### src/design/hlst_ram.sv
`timescale 1ns / 1ps
// ----------------------------------------------------------------------------
// Generic RAM
// One write port and one read port with registered read data.
// ----------------------------------------------------------------------------
module hlst_ram #(
	parameter int WIDTH = 8,
	parameter int DEPTH = 64
) (
	input  logic                                      clk,
	input  logic                                      we,
	input  logic [(DEPTH > 1 ? $clog2(DEPTH) : 1)-1:0] waddr,
	input  logic [WIDTH-1:0]                          wdata,
	input  logic                                      re,
	input  logic [(DEPTH > 1 ? $clog2(DEPTH) : 1)-1:0] raddr,
	output logic [WIDTH-1:0]                          rdata
);

	logic [WIDTH-1:0] mem_q [DEPTH];

	always_ff @(posedge clk) begin
		if (we) begin
			mem_q[waddr] <= wdata;
		end
		if (re) begin
			rdata <= mem_q[raddr];
		end
	end

endmodule

### config.mk
export PLATFORM = sky130hd
export DESIGN_NAME = hlst_ram
export DESIGN_NICKNAME = d
export VERILOG_FILES = /design/src/design/hlst_ram.sv
export SDC_FILE = /design/constraint.sdc
export NUM_CORES = 1
export LEC_CHECK = 0
export BUFFER_PORTS_ARGS = -buffer_cell sky130_fd_sc_hd__buf_2
export CAP_MARGIN = 20
export CORE_UTILIZATION = 65
export CTS_CLUSTER_DIAMETER = 120
export DETAILED_ROUTE_END_ITERATION = 12
export HOLD_SLACK_MARGIN = 0.15
export PLACE_DENSITY = 0.84
export SYNTH_ARGS = -nofsm -noshare
export SYNTH_HDL_FRONTEND = slang
export SYNTH_SLANG_ARGS = --single-unit
### constraint.sdc
create_clock -name clk -period 4.5 [get_ports clk]
set_input_delay 0.45 -clock clk [delete_from_list [all_inputs] [get_ports clk]]
set_output_delay 0.45 -clock clk [all_outputs]
set_load 0.005 [all_outputs]
==> results_dict.tcl, run 1 <==
set metrics [dict create \
    finalWeightedCongestion 0.851 \
    synth-xor-area-share_pct 0 \
    ys.warnings.count 0 \
    rows 64 \
    core_area_um2 30600 \
    dpl_worst_slack_ps 1250 \
    postCtsSetupRepairBufs 0 \
    worstPathArrival_ps 3090 \
    final_max_slew_viol_count 0 \
    syn-num-nets 963 \
    fp.dieH_um 178 \
    path_max_fanout 67 \
    tightest_slew_ps 1110 \
    async_flop_share_pct 0 \
    cts_tree "done" \
    die_w_um 178 \
    synth.distinct_cells 39 \
    required_ps 4750 \
    synthMuxAreaShare_pct 15.9 \
    antenna_left 0 \
    synthToLayoutAreaGrowth_pct 10.9 \
    grt_pass1_wl_mm 67.7 \
    stdcell_count 1423 \
    synth_top_family_by_area "multiplexers" \
    synthAdderAreaFrac_pct 0 \
    io_buffers 30 \
    ctsHoldBuffers 0 \
    drc 0 \
    first_pass_iters 5 \
    dp.cells 1324 \
    fin_crit_ps 2840 \
    synth_edf_count 520 \
    grt_max_degree 68 \
    switchingPower_mw 2.08 \
    vdd_drop_max_mv 0.271 \
    leakagePower_nw 6.99 \
    dp_hpwl_mm 25.6 \
    ys_ff_latch 520 \
    startpoint_type "input pin" \
    cts_sinks 520 \
    via_per_inst 7.14 \
    synth.top_cell.area_share_pct 77.1 \
    hold_slack_ps 247 \
    final_nets 1009 \
    clk_latency_ps 560 \
    nFillCells 1595 \
    seqPwrFrac_pct 53.6 \
    overflow 0 \
    power.combinational.fraction_pct 5.0 \
    vias 10200 \
    synth.top_cells.by_count "520 x edfxtp_1, 126 x mux4_2, 83 x nor2_1, 23 x mux2i_1, 19 x nand2_1" \
    power.density_nw_per_um2 448 \
    period_share_pct 63.1 \
    cts_root_buf "clkbuf_16" \
    start_util_pct 66.2 \
    status "finished, final reports clean" \
    register_area_um2 15600 \
    finalHoldViolations 0 \
    io_pins 31 \
    p_sw_share_pct 20.7 \
    max_freq_mhz 352 \
    drt_iter0_drc 1511 \
    post_cts_resized 0 \
    power.total_mw 10.1 \
    endpoint_kind "flop" \
    cp_slowest_stage_delay_ps 700 \
    seq_area_frac_synth_pct 77.1 \
    finClkSkew_ps 19.5 \
    syn_inst 940 \
    clk_path_buf_depth 3 \
    cts_buffers 49 \
    p_int_mw 7.98 \
    drive_above_1_share_pct 25.2 \
    syn_avg_cell_area_um2 21.5 \
    relSlewSlack_pct 25.8 \
    fin_tns_setup_ps 0 \
    clk_pin_slew_worst_paths_ps 70 \
    p_clk_share_pct 41.5 \
    synth_area_um2 20200 \
    routed_wl_mm 46.9 \
    yosys.area.top_type "edfxtp_1" \
    rsz0062_at_grt "false" \
    grt_usage_pct 30.5 \
    crit_chain "buf_4 -> buf_4 -> mux4_2 -> mux4_2 -> o21ai_1 -> o41ai_1" \
    route.detailed.wl_per_inst_um 33.0 \
    cts_max_level 2 \
    hold_path.class "in2reg" \
    grt_pass1_vias 10200 \
    synth-main-ff-cell "edfxtp_1" \
    drv_cap 0 \
    synth_area_leaders "edfxtp_1 77%, mux4_2 14%, nor2_1 1.5%" \
    path_class "in2reg" \
    yosysMostFrequentCell "edfxtp_1" \
    cp_slowest_cell "buf_4" \
    timing.final.ws_setup_ps 1660 \
    die_area_um2 31900 \
    multiInputGateArea_um2 4320 \
    synth_compound_area_share_pct 2.06 \
    finalSetupViolations 0 \
    synth_simple_gate_area_share_pct 3.37 \
    antenna_found_initial 2 \
]
## through the flow
| stage | utilization, % | area (um^2) |
|---|---|---|
| 3_5_place_dp | 67.6 | 20700 |
| 4_1_cts | 72.9 | 22300 |
| 5_1_grt | 73.4 | 22400 |
| 6_report | 73.4 | 22400 |
| 3_3_place_gp | 67.6 | 20700 |
| 2_1_floorplan | - | 20200 |
## worst paths after layout
kind                               start                      to  slack (ps)  cells past startpoint
setup / recovery                raddr[1]      rdata[3]$_DFFE_PP_        1660                      6
hold / removal                  wdata[3]  mem_q[19][3]$_DFFE_PP_         250                      1
setup reg to reg  mem_q[28][6]$_DFFE_PP_      rdata[6]$_DFFE_PP_        2080                      5
hold reg to reg   mem_q[34][1]$_DFFE_PP_      rdata[1]$_DFFE_PP_         910                      4
## metal layers
layer,GRT usage [%],vias to the layer above,wire length (um)
met5,0,-,11
met4,12.4,2,1930
met3,6.56,135,5390
met2,47.8,806,22900
met1,42.6,5185,16700
li1,-,4035,-
## cells by family after synthesis
family	Yosys count
buffers and inverters	51
AND/OR/NAND/NOR	153
multiplexers	162
flip-flops	520
AO/OA/AOI/OAI	54
## cell usage in the layout, fill, tap and decap left out, types with 7 or more instances in the layout
cell,instances
o22ai_1,8
clkbuf_1,9
clkinv_1,10
buf_12,9
o221ai_1,8
nand2_1,19
mux2_2,13
nand2b_1,7
nor2b_1,14
mux4_2,126
clkinv_2,9
nor2_1,83
nor3_1,7
clkbuf_16,51
buf_2,27
edfxtp_1,520
mux2i_1,23
buf_4,9
nand3_1,13
## flip-flops by register name, summed over array words and instances (netlist names)
name and flops:
mem_q 512, rdata 8
## final cells by class
class                      count  share of cell area, %
sequential                   520                   69.6
multi-input combinational    369                   19.2
clock buffer                  60                   5.84
tap                          396                   2.21
timing repair buffer          46                   1.77
clock inverter                31                   1.38
antenna                        1                 0.0111
## critical path: cells and delay by family
family                 cells  cell delay (ps)
buffers and inverters      2             1280
multiplexers               2              910
AO/OA/AOI/OAI              2              360
## power by group through the flow
| stage | clock network (mW) | logic (mW) | registers (mW) |
|---|---|---|---|
| 3_3_place_gp | 0 | 0.450 | 5.49 |
| 5_1_grt | 4.35 | 0.522 | 5.39 |
| 2_1_floorplan | 0 | 0.286 | 5.48 |
| 4_1_cts | 4.17 | 0.480 | 5.39 |
| 3_5_place_dp | 0 | 0.466 | 5.49 |
| 6_report | 4.17 | 0.500 | 5.39 |
No activity file was read; power rests on OpenSTA's default activity.
==> run 2, diff against run 1 <==
ABC_AREA = 1   (was unset)
CORE_UTILIZATION = 63   (was 65)
PLACE_DENSITY = 0.82   (was 0.84)
clock period = 2.9 ns   (was 4.5 ns; I/O delays follow)
==> results_dict.tcl, run 2 <==
set metrics [dict create \
    yosys.area.top_type "edfxtp_1" \
    postCtsSetupRepairBufs 0 \
    hold_depth 1 \
    synth.distinct_cells 15 \
    syn_inst 1805 \
    synth-main-ff-cell "edfxtp_1" \
    synth_area_um2 21400 \
    ctsHoldBuffers 1 \
    largest_register_ffs 512 \
    endpoint_kind "flop" \
    hold_start "wdata[4]" \
    clk_pin_slew_worst_paths_ps 60 \
    register_area_um2 15600 \
    dpl_worst_slack_ps 511 \
    cts_buffers 50 \
    syn_avg_cell_area_um2 11.9 \
    yosysMostFrequentCell "nand2_1" \
    fin_crit_ps 1860 \
    power.total_mw 15.6 \
    reg2reg_from "mem_q[35][2]$_DFFE_PP_" \
    fp.dieH_um 186 \
    drive_above_1_share_pct 9.57 \
    die_area_um2 34700 \
    dp.cells 2247 \
    grt_max_degree 119 \
    routed_wl_mm 52.2 \
    finalWeightedCongestion 0.932 \
    relSlewSlack_pct 39.5 \
    r2r_slack_ps 1400 \
    top_register "mem_q" \
    rows 67 \
    path_max_fanout 9 \
    power.density_nw_per_um2 660 \
    required_ps 3090 \
    synth_area_leaders "edfxtp_1 73%, nand2_1 11%, nand3_1 10%" \
    rsz0062_at_grt "false" \
    clk_latency_ps 570 \
    tightest_slew_ps 907 \
    drv_cap 0 \
    fin_tns_setup_ps 0 \
    first_pass_iters 6 \
    period_share_pct 64.2 \
    final_nets 1875 \
    die_w_um 186 \
    clk_path_buf_depth 3 \
    worstPathArrival_ps 2060 \
    ys.warnings.count 0 \
    final_cell_mix "648 x nand2_1, 520 x edfxtp_1, 439 x nand3_1, 66 x buf_4, 56 x nor2_1" \
    startpoint_type "input pin" \
    io_pins 31 \
    status "finished, final reports clean" \
    path_class "in2reg" \
    synthToLayoutAreaGrowth_pct 10.5 \
    layout_commonest_cell "nand2_1" \
    syn-num-nets 1828 \
    antenna_found_initial 2 \
    hold_path.class "in2reg" \
    vdd_drop_max_mv 0.522 \
    route.detailed.wl_per_inst_um 22.3 \
    finClkSkew_ps 12.4 \
    cts_max_level 2 \
    final_max_slew_viol_count 0 \
    antenna_left 0 \
    rr_endpoint "rdata[2]$_DFFE_PP_" \
    seq_area_frac_synth_pct 72.9 \
    overflow 0 \
    max_freq_mhz 537 \
    grt_pass1_wl_mm 80.0 \
    synth.top_cells.by_count "648 x nand2_1, 520 x edfxtp_1, 439 x nand3_1, 56 x nor2_1, 37 x buf_2" \
    grt_usage_pct 30.3 \
    finalSetupViolations 0 \
    r2r_cells 8 \
    start_util_pct 63.9 \
    leakagePower_nw 8.61 \
    post_cts_resized 0 \
    multiInputGateArea_um2 4950 \
    grt_pass1_vias 13700 \
    nFillCells 2173 \
    cts_root_buf "clkbuf_16" \
    stdcell_count 2343 \
    reg.largest.list "mem_q: 512 flops, rdata: 8 flops" \
    cts_tree "done" \
    synth.top_cell.area_share_pct 72.9 \
    timing.final.ws_setup_ps 1040 \
    io_buffers 30 \
    dp_hpwl_mm 30.6 \
    core_area_um2 33500 \
    drc 0 \
    drt_iter0_drc 2015 \
    synth_edf_count 520 \
    async_flop_share_pct 0 \
    min_to "mem_q[63][4]$_DFFE_PP_" \
    ys_ff_latch 520 \
    cts_sinks 520 \
    via_per_inst 6.15 \
    vias 14400 \
    finalHoldViolations 0 \
]
-- run 2: cell families (layout without fill, tap and decap cells) --
group | Yosys count | count (layout) | synth area share [%]
simple gates | 1160 | 1160 | 23.1
flops | 520 | 520 | 72.9
buf+inv | 125 | 212 | 4.01
other cells | 0 | 3 | 0
-- run 2: where the power goes --
group / internal, mW / switching, mW / total (mW)
Sequential: 8.33 / 0.0247 / 8.36
Clock: 3.59 / 2.70 / 6.29
Combinational: 0.250 / 0.723 / 0.973
-- run 2: routing by layer --
metal / vias to the layer above / GRT usage, % / part of all wire (%)
met3: 131 / 5.30 / 11
met5: - / 0 / 0
li1: 6446 / - / -
met1: 6934 / 44.2 / 39
met2: 904 / 46.6 / 47
met4: 0 / 10.9 / 3.3
-- run 2: critical path, stage by stage --
cell and delay [ps]:
buf_2 160, inv_1 190, nand4_1 590, nor2_1 820
-- run 2: through the flow --
stage / hold WS (ps) / util, % / area [um^2]
after floorplan: 389 / - / 21400
after global placement: 650 / 65.8 / 22100
after detailed placement: 647 / 65.8 / 22100
after CTS: 174 / 70.5 / 23700
after global routing: 183 / 70.6 / 23700
final: 173 / 70.6 / 23700
-- run 2: worst max path at each step --
stage	depth (start not counted)	slack, ps	startpoint	to
4_1_cts	4	1060	waddr[0]	mem_q[26][4]$_DFFE_PP_
5_1_grt	4	970	waddr[0]	mem_q[26][6]$_DFFE_PP_
6_report	4	1040	waddr[2]	mem_q[27][2]$_DFFE_PP_
3_5_place_dp	4	510	waddr[0]	mem_q[26][6]$_DFFE_PP_
2_1_floorplan	3	840	we	mem_q[48][0]$_DFFE_PP_
3_3_place_gp	4	620	waddr[0]	mem_q[26][2]$_DFFE_PP_
-- run 2: area by class of cell --
cell class                 count  area share (%)
antenna                        3          0.0317
clock buffer                  63            5.76
clock inverter                29           0.920
inverter                      12           0.222
multi-input combinational   1160            20.9
sequential                   520            66.0
tap                          448            2.37
timing repair buffer         108            3.79
==> run 3, diff against run 2 <==
ABC_AREA = 0   (was 1)
CORE_UTILIZATION = 56   (was 63)
PLACE_DENSITY = 0.77   (was 0.82)
clock period = 1.5 ns   (was 2.9 ns; I/O delays follow)
==> results_dict.tcl, run 3 (synthesis gave the netlist of run 1 again) <==
set metrics [dict create \
    vias 10300 \
    antenna_left 0 \
    fin_tns_setup_ps -3320 \
    placed_area_um2 22500 \
    routed_wl_mm 46.6 \
    cts_buffers 47 \
    required_ps 1810 \
    dpl_worst_slack_ps -907 \
    final_nets 1160 \
    timing.final.ws_setup_ps -486 \
    hold_start "raddr[5]" \
    clk_path_buf_depth 3 \
    diodes 0 \
    grt_pass1_wl_mm 68.0 \
    rows 69 \
    setup.worst_path.start "mem_q[6][2]$_DFFE_PP_" \
    layout_commonest_cell "edfxtp_1" \
    min_to "rdata[0]$_DFFE_PP_" \
    top_register "mem_q" \
    dp_hpwl_mm 30.4 \
    io_buffers 30 \
    die_w_um 192 \
    io_pins 31 \
    r2r_cells 5 \
    power.total_mw 30.0 \
    r2r_slack_ps -490 \
    drive_above_1_share_pct 38.8 \
    finalHoldViolations 0 \
    finClkSkew_ps 13.8 \
    path_max_fanout 1 \
    grt_pass1_vias 10700 \
    relSlewSlack_pct 65.4 \
    reg2reg_from "mem_q[6][2]$_DFFE_PP_" \
    leakagePower_nw 7.89 \
    path_class "reg2reg" \
    fin_crit_ps 1990 \
    period_share_pct 132 \
    overflow 0 \
    tightest_slew_ps 519 \
    start_util_pct 56.9 \
    clk_pin_slew_worst_paths_ps 60 \
    hold_depth 3 \
    cts_max_level 2 \
    antenna_found_initial 0 \
    hold_path.class "in2reg" \
    finish.instance_area_um2 24400 \
    vdd_drop_max_mv 0.869 \
    finalSetupViolations 8 \
    synthToLayoutAreaGrowth_pct 20.4 \
    clk_latency_ps 550 \
    route.detailed.wl_per_inst_um 28.5 \
    cts_sinks 520 \
    multiInputGateArea_um2 4690 \
    core_area_um2 35600 \
    max_freq_mhz 504 \
    status "finished, violations left" \
    finalWeightedCongestion 0.846 \
    final_cell_mix "520 x edfxtp_1, 126 x mux4_2, 122 x buf_4, 50 x nor2_1, 48 x clkbuf_16" \
    drt_iter0_drc 1296 \
    cts_root_buf "clkbuf_16" \
    postCtsSetupRepairBufs 0 \
    worstPathArrival_ps 2290 \
    reg.largest.list "mem_q: 512 flops, rdata: 8 flops" \
    endpoint_kind "flop" \
    drc 0 \
    nFillCells 2117 \
    rsz0062_at_grt "true" \
    register_area_um2 15600 \
    grt_max_degree 65 \
    grt_usage_pct 26.3 \
    drv_cap 0 \
    fp.dieH_um 192 \
    via_per_inst 6.32 \
    die_area_um2 36900 \
    cts_tree "done" \
    startpoint_type "flop" \
    rr_endpoint "rdata[2]$_DFFE_PP_" \
    final_max_slew_viol_count 0 \
    violations "negative setup slack" \
    power.density_nw_per_um2 1230 \
    first_pass_iters 6 \
    largest_register_ffs 512 \
]
==> run 3: worst max-delay path by stage <==
stage | endpoint | slack, ps | cells past startpoint
after floorplan | rdata[7]$_DFFE_PP_ | -340 | 7
after global placement | rdata[3]$_DFFE_PP_ | -860 | 8
after detailed placement | rdata[3]$_DFFE_PP_ | -910 | 8
after CTS | rdata[2]$_DFFE_PP_ | -450 | 5
after global routing | rdata[2]$_DFFE_PP_ | -510 | 5
final | rdata[2]$_DFFE_PP_ | -490 | 5
==> run 3: worst max-delay path, cell delays in order (launching register included) <==
cell       delay [ps]
edfxtp_1          370
mux4_2            520
mux4_2            540
nor2_2            140
nor3_2             60
o2bb2ai_2         110
==> run 3: what timing repair did <==
item,in CTS,in global routing
pin swaps,5,2
hold buffers,5,4
endpoints found under the hold margin,123,56
gates resized for setup,14,17
endpoints found under the setup margin,8,8
==> run 3: per-layer routing <==
layer	vias to the layer above	global-route usage [%]	part of all wire, %
li1	4333	-	-
met1	5334	35.3	37
met2	569	41.8	49
met3	95	6.67	11
met4	0	9.96	3.5
met5	-	0	0
==> run 3: final cells by class <==
| type | instances | share of cell area (%) |
|---|---|---|
| clock buffers | 57 | 5.07 |
| clock inverters | 28 | 1.28 |
| multi-input cells | 369 | 19.2 |
| flip-flops and latches | 520 | 64.0 |
| well taps | 461 | 2.37 |
| repair buffers | 199 | 8.02 |
==> run 3: metrics by stage <==
| stage | std cells | hold slack, ps | util, % |
|---|---|---|---|
| 3_3_place_gp | 1536 | 425 | 63.3 |
| 3_5_place_dp | 1536 | 428 | 63.3 |
| 2_1_floorplan | 940 | 249 | - |
| 5_1_grt | 1634 | 174 | 68.5 |
| 4_1_cts | 1626 | 167 | 68.0 |
| 6_report | 1634 | 188 | 68.5 |
==> run 3: where the power goes <==
part	total (mW)	internal, mW	switching [mW]
sequential	16.2	16.1	0.0515
clock	12.0	6.92	5.06
combinational	1.86	0.825	1.04
